**src/fcm_pkg.sv**
```systemverilog
// Shared types and codes for the FAT cluster chain manager.
// Holds the beat payload structs and the controller-to-datapath command
// and status structs; depends on nothing else.
`default_nettype none

package fcm_pkg;

  localparam logic [15:0] EOC_CODE  = 16'hFFFF;
  localparam logic [15:0] FREE_CODE = 16'hFFFE;

  localparam logic [1:0] REQ_REWRITE = 2'd0;
  localparam logic [1:0] REQ_FREE    = 2'd1;
  localparam logic [1:0] REQ_NEXT    = 2'd2;
  localparam logic [1:0] REQ_NONE    = 2'd3;

  localparam logic [1:0] ST_OK       = 2'd0;
  localparam logic [1:0] ST_NO_SPACE = 2'd1;
  localparam logic [1:0] ST_RANGE    = 2'd2;

  typedef struct packed {
    logic [1:0]  req_type;
    logic [15:0] chain_head;
    logic [19:0] byte_count;
  } in_t;

  typedef struct packed {
    logic [1:0]  status;
    logic [15:0] cluster;
    logic [10:0] clusters_linked;
  } out_t;

  typedef enum logic [3:0] {
    OP_IDLE,
    OP_CLEAR,
    OP_LOAD,
    OP_WALK_RD,
    OP_WALK_CHK,
    OP_ALLOC,
    OP_SCAN,
    OP_LINK,
    OP_ROLL,
    OP_NEXT_RD,
    OP_NEXT_CHK,
    OP_EMIT
  } op_e;

  typedef enum logic [2:0] {
    RES_EMPTY,
    RES_BAD,
    RES_FREED,
    RES_CHAIN,
    RES_NO_SPACE,
    RES_NEXT
  } res_e;

  typedef struct packed {
    op_e  op;
    res_e res;
  } cmd_t;

  typedef struct packed {
    logic [1:0] req_type;
    logic       head_bad;
    logic       head_eoc;
    logic       bytes_zero;
    logic       walk_go;
    logic       rdata_free;
    logic       found;
    logic       scan_full;
    logic       rem_last;
    logic       clr_last;
  } sts_t;

endpackage

`default_nettype wire

```
**src/fcm_ctrl.sv**
```systemverilog
// Request sequencer of the FAT cluster chain manager.
// Steps through clear, walk, scan, link and reply phases; uses fcm_pkg.
`default_nettype none

module fcm_ctrl (
  input  logic          clk_i,
  input  logic          rst_ni,
  input  logic          in_valid_i,
  output logic          in_ready_o,
  output logic          out_valid_o,
  input  logic          out_ready_i,
  input  fcm_pkg::sts_t sts_i,
  output fcm_pkg::cmd_t cmd_o
);

  import fcm_pkg::*;

  localparam logic [3:0] S_CLEAR    = 4'd0;
  localparam logic [3:0] S_IDLE     = 4'd1;
  localparam logic [3:0] S_DECODE   = 4'd2;
  localparam logic [3:0] S_WALK_RD  = 4'd3;
  localparam logic [3:0] S_WALK_CHK = 4'd4;
  localparam logic [3:0] S_WALK_END = 4'd5;
  localparam logic [3:0] S_ALLOC    = 4'd6;
  localparam logic [3:0] S_SCAN     = 4'd7;
  localparam logic [3:0] S_LINK     = 4'd8;
  localparam logic [3:0] S_ROLL     = 4'd9;
  localparam logic [3:0] S_NEXT_RD  = 4'd10;
  localparam logic [3:0] S_NEXT_CHK = 4'd11;
  localparam logic [3:0] S_DONE     = 4'd12;

  localparam logic [1:0] PH_OLD  = 2'd0;
  localparam logic [1:0] PH_FREE = 2'd1;
  localparam logic [1:0] PH_ROLL = 2'd2;

  logic [3:0] state_q, state_d;
  logic [1:0] phase_q, phase_d;
  res_e       res_q, res_d;
  logic       out_valid_q, out_valid_d;

  always_comb begin
    state_d     = state_q;
    phase_d     = phase_q;
    res_d       = res_q;
    out_valid_d = out_valid_q & ~out_ready_i;
    cmd_o.op    = OP_IDLE;
    cmd_o.res   = res_q;
    case (state_q)
      S_CLEAR: begin
        cmd_o.op = OP_CLEAR;
        if (sts_i.clr_last) begin
          state_d = S_IDLE;
        end
      end
      S_IDLE: begin
        if (in_valid_i) begin
          cmd_o.op = OP_LOAD;
          state_d  = S_DECODE;
        end
      end
      S_DECODE: begin
        if (sts_i.req_type == REQ_NONE) begin
          res_d   = RES_EMPTY;
          state_d = S_DONE;
        end else if (sts_i.head_bad) begin
          res_d   = RES_BAD;
          state_d = S_DONE;
        end else if (sts_i.req_type == REQ_REWRITE) begin
          phase_d = PH_OLD;
          state_d = S_WALK_RD;
        end else if (sts_i.req_type == REQ_FREE) begin
          phase_d = PH_FREE;
          state_d = S_WALK_RD;
        end else if (sts_i.head_eoc) begin
          res_d   = RES_EMPTY;
          state_d = S_DONE;
        end else begin
          state_d = S_NEXT_RD;
        end
      end
      S_WALK_RD: begin
        cmd_o.op = OP_WALK_RD;
        state_d  = sts_i.walk_go ? S_WALK_CHK : S_WALK_END;
      end
      S_WALK_CHK: begin
        cmd_o.op = OP_WALK_CHK;
        state_d  = sts_i.rdata_free ? S_WALK_END : S_WALK_RD;
      end
      S_WALK_END: begin
        case (phase_q)
          PH_FREE: begin
            res_d   = RES_FREED;
            state_d = S_DONE;
          end
          PH_ROLL: begin
            res_d   = RES_NO_SPACE;
            state_d = S_DONE;
          end
          default: begin
            state_d = S_ALLOC;
          end
        endcase
      end
      S_ALLOC: begin
        cmd_o.op = OP_ALLOC;
        if (sts_i.bytes_zero) begin
          res_d   = RES_CHAIN;
          state_d = S_DONE;
        end else begin
          state_d = S_SCAN;
        end
      end
      S_SCAN: begin
        cmd_o.op = OP_SCAN;
        if (sts_i.found) begin
          state_d = S_LINK;
        end else if (sts_i.scan_full) begin
          state_d = S_ROLL;
        end
      end
      S_LINK: begin
        cmd_o.op = OP_LINK;
        if (sts_i.rem_last) begin
          res_d   = RES_CHAIN;
          state_d = S_DONE;
        end else begin
          state_d = S_SCAN;
        end
      end
      S_ROLL: begin
        cmd_o.op = OP_ROLL;
        phase_d  = PH_ROLL;
        state_d  = S_WALK_RD;
      end
      S_NEXT_RD: begin
        cmd_o.op = OP_NEXT_RD;
        state_d  = S_NEXT_CHK;
      end
      S_NEXT_CHK: begin
        cmd_o.op = OP_NEXT_CHK;
        res_d    = RES_NEXT;
        state_d  = S_DONE;
      end
      S_DONE: begin
        if (!out_valid_q || out_ready_i) begin
          cmd_o.op    = OP_EMIT;
          out_valid_d = 1'b1;
          state_d     = S_IDLE;
        end
      end
      default: begin
        state_d = S_IDLE;
      end
    endcase
  end

  always_ff @(posedge clk_i or negedge rst_ni) begin
    if (!rst_ni) begin
      state_q     <= S_CLEAR;
      phase_q     <= PH_OLD;
      res_q       <= RES_EMPTY;
      out_valid_q <= 1'b0;
    end else begin
      state_q     <= state_d;
      phase_q     <= phase_d;
      res_q       <= res_d;
      out_valid_q <= out_valid_d;
    end
  end

  assign in_ready_o  = (state_q == S_IDLE);
  assign out_valid_o = out_valid_q;

endmodule

`default_nettype wire

```
**config.mk**
```make
export PLATFORM = sky130hd
export DESIGN_NAME = fcm_ctrl
export DESIGN_NICKNAME = d
export VERILOG_FILES = /design/src/fcm_pkg.sv /design/src/fcm_ctrl.sv
export SDC_FILE = /design/constraint.sdc
export NUM_CORES = 1
export LEC_CHECK = 0
export ABC_CLOCK_PERIOD_IN_PS = 2400
export BUFFER_PORTS_ARGS = -buffer_cell sky130_fd_sc_hd__buf_2
export CAP_MARGIN = 10
export CORE_MARGIN = 10
export CORE_UTILIZATION = 53
export DETAILED_ROUTE_END_ITERATION = 16
export HOLD_SLACK_MARGIN = 0.05
export PLACE_DENSITY = 0.79
export REMOVE_ABC_BUFFERS = 1
export SLEW_MARGIN = 20
export SYNTH_ARGS = -nofsm -noshare
export SYNTH_HDL_FRONTEND = slang
export SYNTH_SLANG_ARGS = --single-unit
```
**constraint.sdc**
```tcl
create_clock -name clk_i -period 2.4 [get_ports clk_i]
set_clock_uncertainty 0.2 [all_clocks]
set_input_delay 0.72 -clock clk_i [delete_from_list [all_inputs] [get_ports clk_i]]
set_output_delay 0.72 -clock clk_i [all_outputs]
set_load 0.02 [all_outputs]
```
==> results of run 1 <==
==> repair_timing <==
item,in CTS,in global routing
hold buffers,0,0
gates resized for setup,3,7
buffers inserted,0,1
pin swaps,0,2
endpoints found under the setup margin,5,4
==> final cells by class <==
type	count	area, um2	area share
Clock buffer	3	22.52	0.01885
Inverter	5	18.77	0.01571
Multi-Input combinational cell	93	684.4	0.5728
Sequential cell	10	255.2	0.2136
Tap cell	25	31.28	0.02618
Timing Repair Buffer	31	182.7	0.1529
==> kinds of logic (layout without fill, tap and decap cells) <==
logic type	count (synthesis)	count (layout)	synth area share
AO/OA/AOI/OAI	43	43	0.3081
XOR/XNOR	3	3	0.03355
adder cells (fa/ha/maj)	1	1	0.01242
buffers and inverters	14	39	0.08198
flip-flops	10	10	0.2484
multiplexers	5	5	0.06087
AND/OR/NAND/NOR	41	41	0.2547
==> sequential cells by signal, summed over array words and instances, names as in the netlist <==
name and flops:
phase_q 2, out_valid_o 1, state_q 4, res_q 3
==> critical path: stages, from the launching register on <==
cell and delay [ps]:
dfrtp_2 470, nor2b_1 160, xnor2_1 120, a31oi_1 170, o32ai_1 90, buf_2 170
==> final timing paths <==
kind	endpoint	slack (ps)
max reg2reg	res_q[0]$_DFFE_PN0P_	230
min reg2reg	phase_q[1]$_DFFE_PN0P_	310
max	cmd_o[3]	30
min in group clk_i	phase_q[1]$_DFFE_PN0P_	310
max in group asynchronous	state_q[1]$_DFFE_PN0P_	1690
min	out_valid_o$_DFF_PN0_	100
==> metrics by stage <==
stage	std cells	hold slack (ps)	total power (W)
after floorplan	108	224.4	0.001076
after global placement	163	279.8	0.001373
after detailed placement	163	292.0	0.001415
after CTS	166	113.5	0.001533
after global routing	167	122.4	0.001691
final	167	102.8	0.001577
==> power groups by stage <==
stage | clock, W | sequential [W] | combinational, W
5_1_grt | 0.000121 | 0.000356 | 0.00121
3_3_place_gp | 0 | 0.000328 | 0.00104
2_1_floorplan | 0 | 0.000413 | 0.000663
4_1_cts | 0.000112 | 0.000343 | 0.00108
3_5_place_dp | 0 | 0.000343 | 0.00107
6_report | 0.000113 | 0.000348 | 0.00112
==> cells in the final DEF, fill, tap and decap left out, types with 2 or more instances in the layout <==
| cell | n |
|---|---|
| dfrtp_1 | 6 |
| o211ai_1 | 2 |
| buf_4 | 6 |
| a21boi_0 | 2 |
| o21a_1 | 3 |
| nor2b_1 | 5 |
| dfrtp_2 | 4 |
| mux2_4 | 2 |
| nor2_1 | 6 |
| nand2_1 | 9 |
| clkbuf_4 | 3 |
| buf_2 | 22 |
| nor3b_1 | 2 |
| o311ai_0 | 2 |
| mux2i_1 | 2 |
| o22ai_1 | 3 |
| buf_6 | 2 |
| inv_1 | 4 |
| nand3_1 | 2 |
| o32ai_1 | 2 |
| a21oi_1 | 7 |
| o21ai_0 | 10 |
| nand2b_1 | 3 |
| xnor2_1 | 2 |
==> metal layers <==
metal | routed length, um | vias up | part of all wire | global-route usage
met2 | 1351 | 53 | 0.47 | 0.2224
met1 | 1223 | 484 | 0.43 | 0.1622
met3 | 215 | 7 | 0.075 | 0.03357
met4 | 61 | 0 | 0.021 | 0.05738
li1 | - | 489 | - | -
met5 | 0 | - | 0 | 0
==> results.tsv, run 1 <==
stage	metric	value	unit
timing	setup-violations-final	0	
floorplan	dieHeight	63.60	um
pwr	cellLeakagePower	0.5254	nW
finish	nFillCells	163	
global_routing	grt_pass1_wl	4629	um
timing	setup_slack	32.48	ps
timing	timing.final.crit_share	0.9865	
detailed_routing	wl	2852	um
logic_synthesis	yosys-top-cells-count	dfrtp_1, o21ai_0, nand2_1	
detailed_routing	vias_per_cell	6.186	
run	max_cap_viol_count	0	
logic_synthesis	synth_async_sr_flop_share	1.000	
logic_synthesis	yosysTopAreaCell	dfrtp_1	
detailed_routing	vias	1033	
pwr	netSwitchingFraction	0.4947	
detailed_routing	drc	0	
finish	antennaDiodeCount	0	
timing	period_needed	2368	ps
pwr	power_frac_seq	0.221	
finish	nNetsFinal	160	
timing	slew_violations	0	
pwr	p_switching	0.0007802	W
placement	io_buffers	23	
finish	syn2layout_area_growth	18.63	%
logic_synthesis	ys_ff_latch	10	
floorplan	initial_core_util	0.5709	
logic_synthesis	yosysWarnings	0	
timing	grt_setup_unrepaired	yes	
logic_synthesis	synth_edf_count	0	
timing	fin_tns_setup	0	ps
placement	gp_congestion	0.9010	
clock_tree	cts_root_buffer	clkbuf_4	
finish	post-route-util	0.6773	
clock_tree	cts.sinks	10	
placement	hpwl	2258	um
floorplan	dieArea	0.004044	mm2
clock_tree	cts_buffers	3	
logic_synthesis	ys_top_cells_by_area	dfrtp_1, o21ai_0, nor2b_1	
detailed_routing	first_pass_iters	4	
finish	final_area	0.001195	mm2
timing	relSlewSlack	0.7223	
global_routing	grt_max_degree	18	
logic_synthesis	synth_cell_types	48	
clock_tree	clkTransAtPathRegs	60	ps
detailed_routing	antenna_left	0	
floorplan	io_pins	24	
setup_path	worstPathMaxFanout	8	
setup_path	rr_worst_depth	5	
floorplan	core	0.001764	mm2
pwr	p_int	0.0007969	W
pwr	ir_drop	0.6797	mV
setup_path	critPathLaunch	state_q[1]$_DFFE_PN0P_	
global_routing	grt_usage	0.1355	
pwr	powerDensity	1320	mW/mm2
logic_synthesis	yosysSeqAreaShare	0.2484	
logic_synthesis	synthFlopType	dfrtp_1	
setup_path	arrival	1450	ps
clock_tree	clock_latency	260	ps
clock_tree	htree_levels	1	
floorplan	rows	15	
placement	pre_cts_ws	16.26	ps
pwr	p_comb_frac	0.708	
finish	drive_gt1_frac	0.3662	
detailed_routing	wire_per_inst	17.08	um
global_routing	grt_pass1_vias	998	
logic_synthesis	syn_avg_cell_area	8.609	um2
clock_tree	cts_tree	yes	
logic_synthesis	yosysTopAreaCellShare	0.2484	
timing	hold_viol	0	
setup_path	endpoint_kind	output port	
floorplan	die_x	63.60	um
global_routing	grt.overflow.total	0	
clock_tree	clock_path_buffers	2	
timing	fmax	0.4224	GHz
timing	worstMarginPinSlew	411.3	ps
setup_path	crit_required	1480	ps
placement	placed_area	0.001142	mm2
global_routing	antenna_found_initial	0	
logic_synthesis	netlist_instances	117	
detailed_routing	drt_iter0_drc	65	
worst_hold_path	hold_path.class	in2async	
setup_path	crit_type	reg2out	
logic_synthesis	syn-cell-area	0.001007	mm2
pwr	power_frac_clock	0.072	
outcome	status	complete, no violations	
setup_path	critPathLaunchType	register	
setup_path	rr_startpoint	state_q[2]$_DFFE_PN0P_	
(Power assumes the default switching activity.)
==> run 2, diff against run 1 <==
--- a/config.mk
+++ b/config.mk
@@ -13,7 +13,6 @@
 export DETAILED_ROUTE_END_ITERATION = 16
 export HOLD_SLACK_MARGIN = 0.05
 export PLACE_DENSITY = 0.79
-export REMOVE_ABC_BUFFERS = 1
 export SLEW_MARGIN = 20
 export SYNTH_ARGS = -nofsm -noshare
 export SYNTH_HDL_FRONTEND = slang
==> run 2 against run 1 <==
- setup slack got worse by 9.1 ps
- total power rose by 10%
- register-to-register slack improved by 20 ps
- final area grew 8.5%
- critical path type unchanged
- highest routed layer unchanged
==> results.tsv, run 2 (same netlist as run 1, synthesis figures left out) <==
stage	metric	value	unit	change
clock_tree	clkTransAtPathRegs	70	ps	was 60 ps
global_routing	grt_usage	0.1311		was 0.1355
pwr	p_int	0.0009180	W	was 0.0007969 W
finish	largest_reg_flops	4		unchanged
floorplan	dieHeight	63.60	um	unchanged
timing	fmax	0.4208	GHz	was 0.4224 GHz
global_routing	grt.overflow.total	0		unchanged
logic_synthesis	syn-num-nets	133		
run	max_cap_viol_count	0		unchanged
detailed_routing	drc	0		unchanged
finish	antennaDiodeCount	0		unchanged
placement	io_buffers	23		unchanged
floorplan	core	0.001764	mm2	unchanged
pwr	powerDensity	1340	mW/mm2	was 1320 mW/mm2
detailed_routing	wl	2890	um	was 2852 um
floorplan	rows	15		unchanged
detailed_routing	vias_per_cell	5.954		was 6.186
finish	final_common_cell	buf_2		unchanged
setup_path	critPathLaunchType	register		unchanged
setup_path	crit_type	reg2out		unchanged
finish	largest-register	state_q		unchanged
detailed_routing	vias	1036		was 1033
timing	hold_viol	0		unchanged
placement	gp_congestion	0.8356		was 0.9010
global_routing	grt_pass1_wl	4478	um	was 4629 um
finish	multi_input_area	695.7	um2	was 684.4 um2
floorplan	dieArea	0.004044	mm2	unchanged
finish	final_area	0.001296	mm2	was 0.001195 mm2
timing	relSlewSlack	0.7268		was 0.7223
clock_tree	cts_root_buffer	clkbuf_4		unchanged
global_routing	grt_max_degree	18		unchanged
timing	grt_setup_unrepaired	yes		unchanged
pwr	netSwitchingFraction	0.4715		was 0.4947
setup_path	arrival	1460	ps	was 1450 ps
detailed_routing	antenna_left	0		unchanged
floorplan	io_pins	24		unchanged
detailed_routing	drt_iter0_drc	85		was 65
pwr	cellLeakagePower	0.5778	nW	was 0.5254 nW
clock_tree	cts_buffers	3		unchanged
pwr	ir_drop	1.030	mV	was 0.6797 mV
pwr	power_frac_clock	0.091		was 0.072
setup_path	endpoint_kind	output port		unchanged
finish	syn2layout_area_growth	28.70	%	was 18.63%
timing	timing.final.crit_share	0.9903		was 0.9865
pwr	power_frac_seq	0.172		was 0.221
finish	post-route-util	0.7348		was 0.6773
global_routing	antenna_found_initial	0		unchanged
floorplan	initial_core_util	0.5709		unchanged
finish	drive_gt1_frac	0.3960		was 0.3662
setup_path	crit_slowest_cell	dfrtp_2		unchanged
finish	nNetsFinal	166		was 160
timing	setup-violations-final	0		unchanged
floorplan	die_x	63.60	um	unchanged
setup_path	crit_required	1480	ps	about the same
placement	hpwl	2126	um	was 2258 um
clock_tree	clock_latency	270	ps	was 260 ps
clock_tree	htree_levels	1		unchanged
finish	final_cell_mix	buf_2, buf_4, nand2_1, o21ai_0, dfrtp_1		was buf_2, o21ai_0, nand2_1
pwr	p_comb_frac	0.737		was 0.708
worst_hold_path	hold_path.class	in2async		unchanged
timing	slew_violations	0		unchanged
pwr	p_switching	0.0008190	W	was 0.0007802 W
clock_tree	cts_tree	yes		unchanged
finish	nFillCells	141		was 163
global_routing	grt_pass1_vias	991		was 998
timing	worstMarginPinSlew	399.5	ps	was 411.3 ps
finish	largestRegisters	state_q (4), res_q (3), phase_q (2)		unchanged
finish	seqCellArea	252.7	um2	was 255.2 um2
placement	placed_area	0.001157	mm2	was 0.001142 mm2
setup_path	crit_path_max_incr_delay	480	ps	was 470 ps
outcome	status	complete, no violations		unchanged
clock_tree	clock_path_buffers	2		unchanged
setup_path	worstPathMaxFanout	7		was 8
clock_tree	cts.sinks	10		unchanged
setup_path	path_cells	buf_8 > a21oi_2 > o22ai_1 > a32o_1 > buf_6		was nor2b_1 > xnor2_1 > a31oi_1 > o32ai_1 > buf_2
detailed_routing	wire_per_inst	16.61	um	was 17.08 um
timing	period_needed	2377	ps	was 2368 ps
detailed_routing	first_pass_iters	4		unchanged
## run 2: through the flow
stage / setup TNS [ps] / hold WS (ps) / setup WS [ps] / std cells / power (W)
after floorplan: 0 / 224.4 / 6.372 / 117 / 0.001164
after global routing: -53.99 / 103.0 / -25.62 / 174 / 0.001859
after global placement: 0 / 274.4 / 74.83 / 165 / 0.001397
final: 0 / 97.81 / 23.40 / 174 / 0.001737
after CTS: -8.685 / 103.4 / -8.337 / 169 / 0.001593
after detailed placement: 0 / 275.4 / 51.11 / 165 / 0.001420
## run 2: power groups by stage
stage          Sequential [W]  Combinational, W  Clock [W]
6_report             0.000298           0.00128   0.000158
3_3_place_gp         0.000286           0.00111          0
4_1_cts              0.000294           0.00114   0.000158
5_1_grt              0.000309           0.00138   0.000168
3_5_place_dp         0.000293           0.00113          0
2_1_floorplan        0.000304          0.000859          0
## run 2: metal layers
metal / GRT usage / vias to the layer above / wire [um]
met3: 0.03180 / 5 / 252
met2: 0.2010 / 45 / 1365
met5: 0 / - / 0
met1: 0.1710 / 481 / 1244
li1: - / 505 / -
met4: 0.04918 / 0 / 29
## run 2: layout make-up
class | count | share of cell area
multi-input cells | 93 | 0.5367
repair buffers | 37 | 0.2017
flip-flops and latches | 10 | 0.1950
clock buffers | 4 | 0.02799
well taps | 25 | 0.02413
inverters | 5 | 0.01448
## run 2: worst max-delay path: cells and delay by family, from the launching register on
family	cells	cell delay [ps]
flops	1	480
compound gates	3	410
buf+inv	2	290
## run 2: repair_timing
| action | 4_1_cts | 5_1_grt |
|---|---|---|
| hold buffers | 0 | 0 |
| pin swaps | 0 | 1 |
| cloned | 0 | 1 |
| setup buffers | 0 | 4 |
| setup endpoints to repair | 5 | 5 |
| gates resized for setup | 4 | 12 |
## run 2: worst paths after layout
check / startpoint / to / slack, ps / cells past startpoint
max in group asynchronous: rst_ni / state_q[3]$_DFFE_PN0P_ / 1690 / 1
max reg2reg: state_q[3]$_DFFE_PN0P_ / res_q[0]$_DFFE_PN0P_ / 250 / 6
min reg2reg: phase_q[1]$_DFFE_PN0P_ / phase_q[1]$_DFFE_PN0P_ / 310 / 2
max: state_q[1]$_DFFE_PN0P_ / cmd_o[4] / 20 / 5
min: rst_ni / res_q[2]$_DFFE_PN0P_ / 100 / 1
min in group clk_i: phase_q[1]$_DFFE_PN0P_ / phase_q[1]$_DFFE_PN0P_ / 310 / 2
==> run 3, diff against run 2 <==
--- a/config.mk
+++ b/config.mk
@@ -5,14 +5,14 @@
 export SDC_FILE = /design/constraint.sdc
 export NUM_CORES = 1
 export LEC_CHECK = 0
-export ABC_CLOCK_PERIOD_IN_PS = 2400
+export ABC_CLOCK_PERIOD_IN_PS = 2100
 export BUFFER_PORTS_ARGS = -buffer_cell sky130_fd_sc_hd__buf_2
 export CAP_MARGIN = 10
 export CORE_MARGIN = 10
-export CORE_UTILIZATION = 53
+export CORE_UTILIZATION = 47
 export DETAILED_ROUTE_END_ITERATION = 16
 export HOLD_SLACK_MARGIN = 0.05
-export PLACE_DENSITY = 0.79
+export PLACE_DENSITY = 0.74
 export SLEW_MARGIN = 20
 export SYNTH_ARGS = -nofsm -noshare
 export SYNTH_HDL_FRONTEND = slang
==> constraint.sdc (replaced) <==
create_clock -name clk_i -period 2.1 [get_ports clk_i]
set_clock_uncertainty 0.2 [all_clocks]
set_input_delay 0.63 -clock clk_i [delete_from_list [all_inputs] [get_ports clk_i]]
set_output_delay 0.63 -clock clk_i [all_outputs]
set_load 0.02 [all_outputs]
==> run 3 against run 2 <==
- the run now ends with negative setup slack left
- wire length up 10%
- flip-flop and latch count unchanged
- die area is 8.7% higher
- critical path type unchanged
- core utilization shrank 1.5 points
- highest routed layer unchanged
==> results.tsv, run 3 (same netlist as run 1, synthesis figures left out) <==
stage	metric	value	unit	change
pwr	powerDensity	1544	mW/mm2	was 1340 mW/mm2
outcome	status	finished with violations		was complete, no violations
placement	gp_congestion	0.9177		was 0.8356
floorplan	core	0.002002	mm2	was 0.001764 mm2
timing	worstMarginPinSlew	417.9	ps	was 399.5 ps
timing	timing.final.crit_share	1.059		
finish	syn2layout_area_growth	43.11	%	was 28.70%
setup_path	crit_path_max_incr_delay	450	ps	was 480 ps
pwr	ir_drop	0.9405	mV	was 1.030 mV
finish	instances_no_fill	189		was 174
run	max_cap_viol_count	0		unchanged
worst_hold_path	hold_path.class	reg2reg		was in2async
timing	grt_setup_unrepaired	yes		unchanged
setup_path	crit_slowest_cell	dfrtp_2		unchanged
global_routing	grt_pass1_wl	5037	um	was 4478 um
setup_path	path_cells	buf_6 > inv_2 > o22ai_1 > a32o_1 > buf_6		was buf_8 > a21oi_2 > o22ai_1 > a32o_1 > buf_6
setup_path	crit_family	flip-flops		unchanged
floorplan	die_x	66.29	um	was 63.60 um
pwr	cellLeakagePower	0.6483	nW	was 0.5778 nW
global_routing	grt.overflow.total	0		unchanged
timing	setup-violations-final	4		was 0
floorplan	dieHeight	66.29	um	was 63.60 um
finish	drive_gt1_frac	0.4938		was 0.3960
timing	slew_violations	0		unchanged
floorplan	dieArea	0.004394	mm2	was 0.004044 mm2
finish	final_cell_mix	buf_4, buf_2, nand2_1, o21ai_0		was buf_2, buf_4, nand2_1, o21ai_0, dfrtp_1
logic_synthesis	syn-num-nets	133		unchanged
clock_tree	cts_buffers	3		unchanged
finish	final_common_cell	buf_4		was buf_2
detailed_routing	first_pass_iters	4		unchanged
finish	largest_reg_flops	4		unchanged
finish	largest-register	state_q		unchanged
setup_path	worstPathMaxFanout	7		unchanged
setup_path	crit_buf_inv	3		was 2
finish	nNetsFinal	180		was 166
global_routing	grt_usage	0.1407		was 0.1311
global_routing	grt_pass1_vias	1107		was 991
timing	relSlewSlack	0.7142		was 0.7268
detailed_routing	vias	1099		was 1036
placement	placed_area	0.001265	mm2	was 0.001157 mm2
timing	hold_viol	0		unchanged
placement	hpwl	2311	um	was 2126 um
finish	seqCellArea	255.2	um2	was 252.7 um2
finish	largestRegisters	state_q (4), res_q (3), phase_q (2)		unchanged
clock_tree	cts_root_buffer	clkbuf_4		unchanged
detailed_routing	drc	0		unchanged
placement	dpl.cell_count	177		was 165
floorplan	rows	16		was 15
setup_path	crit_type	reg2out		unchanged
floorplan	initial_core_util	0.5031		was 0.5709
clock_tree	cts_tree	yes		unchanged
setup_path	endpoint_kind	output port		unchanged
detailed_routing	wl	3191	um	was 2890 um
outcome	violations	negative setup slack		
finish	final_area	0.001441	mm2	was 0.001296 mm2
detailed_routing	wire_per_inst	16.88	um	was 16.61 um
timing	period_needed	2224	ps	
clock_tree	htree_levels	1		unchanged
timing	fmax	0.4497	GHz	
detailed_routing	vias_per_cell	5.815		was 5.954
global_routing	grt_max_degree	14		was 18
finish	nFillCells	162		was 141
clock_tree	clock_path_buffers	2		unchanged
setup_path	arrival	1390	ps	was 1460 ps
finish	multi_input_area	739.5	um2	was 695.7 um2
detailed_routing	drt_iter0_drc	59		was 85
timing	setup_slack	-123.9	ps	was 23.40 ps
setup_path	cp_common_cell	buf_6		
clock_tree	clkTransAtPathRegs	60	ps	was 70 ps
finish	antennaDiodeCount	0		unchanged
setup_path	critPathLaunchType	register		unchanged
clock_tree	clock_latency	270	ps	about the same
placement	io_buffers	23		unchanged
setup_path	crit_required	1270	ps	was 1480 ps
detailed_routing	antenna_left	0		unchanged
floorplan	io_pins	24		unchanged
clock_tree	cts.sinks	10		unchanged
global_routing	antenna_found_initial	0		unchanged
## run 3: cell types whose count changed in the layout (fill, tap and decap cells not counted), sizes merged
cell | before | now
clkbuf | 5 | 3
dlygate4sd3 | 0 | 1
buf | 36 | 50
## run 3: cell type report
cell class	count	area share
multi-input combinational	93	0.5130
timing repair buffer	51	0.2578
sequential	10	0.1771
tap	27	0.02344
clock buffer	3	0.01563
inverter	5	0.01302
## run 3: worst register-to-register path: cells and delay by family (launching register included)
| family | cells | cell delay, ps |
|---|---|---|
| compound gates | 2 | 340 |
| mux | 1 | 320 |
| flops | 1 | 470 |
| simple gates | 1 | 310 |
| buf+inv | 2 | 300 |
## run 3: routing by layer
layer  part of all wire  global-route usage  up-vias
li1                   -                   -      533
met1               0.42              0.1594      527
met2               0.53              0.2512       35
met3              0.046             0.03898        4
met4             0.0088             0.03403        0
met5                  0                   0        -
## run 3: worst paths after layout
kind	start	endpoint	slack, ps	depth (start not counted)
max	state_q[1]$_DFFE_PN0P_	cmd_o[4]	-120	5
min	res_q[0]$_DFFE_PN0P_	res_q[0]$_DFFE_PN0P_	310	1
max reg2reg	state_q[3]$_DFFE_PN0P_	res_q[1]$_DFFE_PN0P_	60	6
min reg2reg	res_q[0]$_DFFE_PN0P_	res_q[0]$_DFFE_PN0P_	310	1
max in group asynchronous	rst_ni	state_q[0]$_DFFE_PN0P_	940	2
min in group asynchronous	rst_ni	res_q[2]$_DFFE_PN0P_	550	2
## run 3: report_power, final
part | leakage [nW] | internal (W) | total, W | switching [W]
Clock | 0.0138 | 0.0000660 | 0.000127 | 0.0000611
Sequential | 0.121 | 0.000276 | 0.000363 | 0.0000867
Combinational | 0.513 | 0.000861 | 0.00174 | 0.000875
Total | 0.648 | 0.00120 | 0.00223 | 0.00102
## run 3: what timing repair did
item,in CTS,in global routing
pin swaps,3,1
hold buffers,1,0
setup endpoints to repair,5,5
endpoints found under the hold margin,10,0
setup buffers,2,6
gates resized for setup,22,4
## run 3: metrics by stage
| stage | utilization | TNS [ps] | hold slack, ps | power (W) | worst slack, ps |
|---|---|---|---|---|---|
| 2_1_floorplan | - | -7.681 | 134.4 | 0.001368 | -7.681 |
| 3_3_place_gp | 0.6319 | -229.6 | 287.1 | 0.001786 | -103.4 |
| 3_5_place_dp | 0.6319 | -309.8 | 297.2 | 0.001795 | -122.4 |
| 4_1_cts | 0.6906 | -356.3 | 314.1 | 0.002095 | -128.1 |
| 5_1_grt | 0.7200 | -720.4 | 348.2 | 0.002382 | -221.6 |
| 6_report | 0.7200 | -347.7 | 313.0 | 0.002226 | -123.9 |
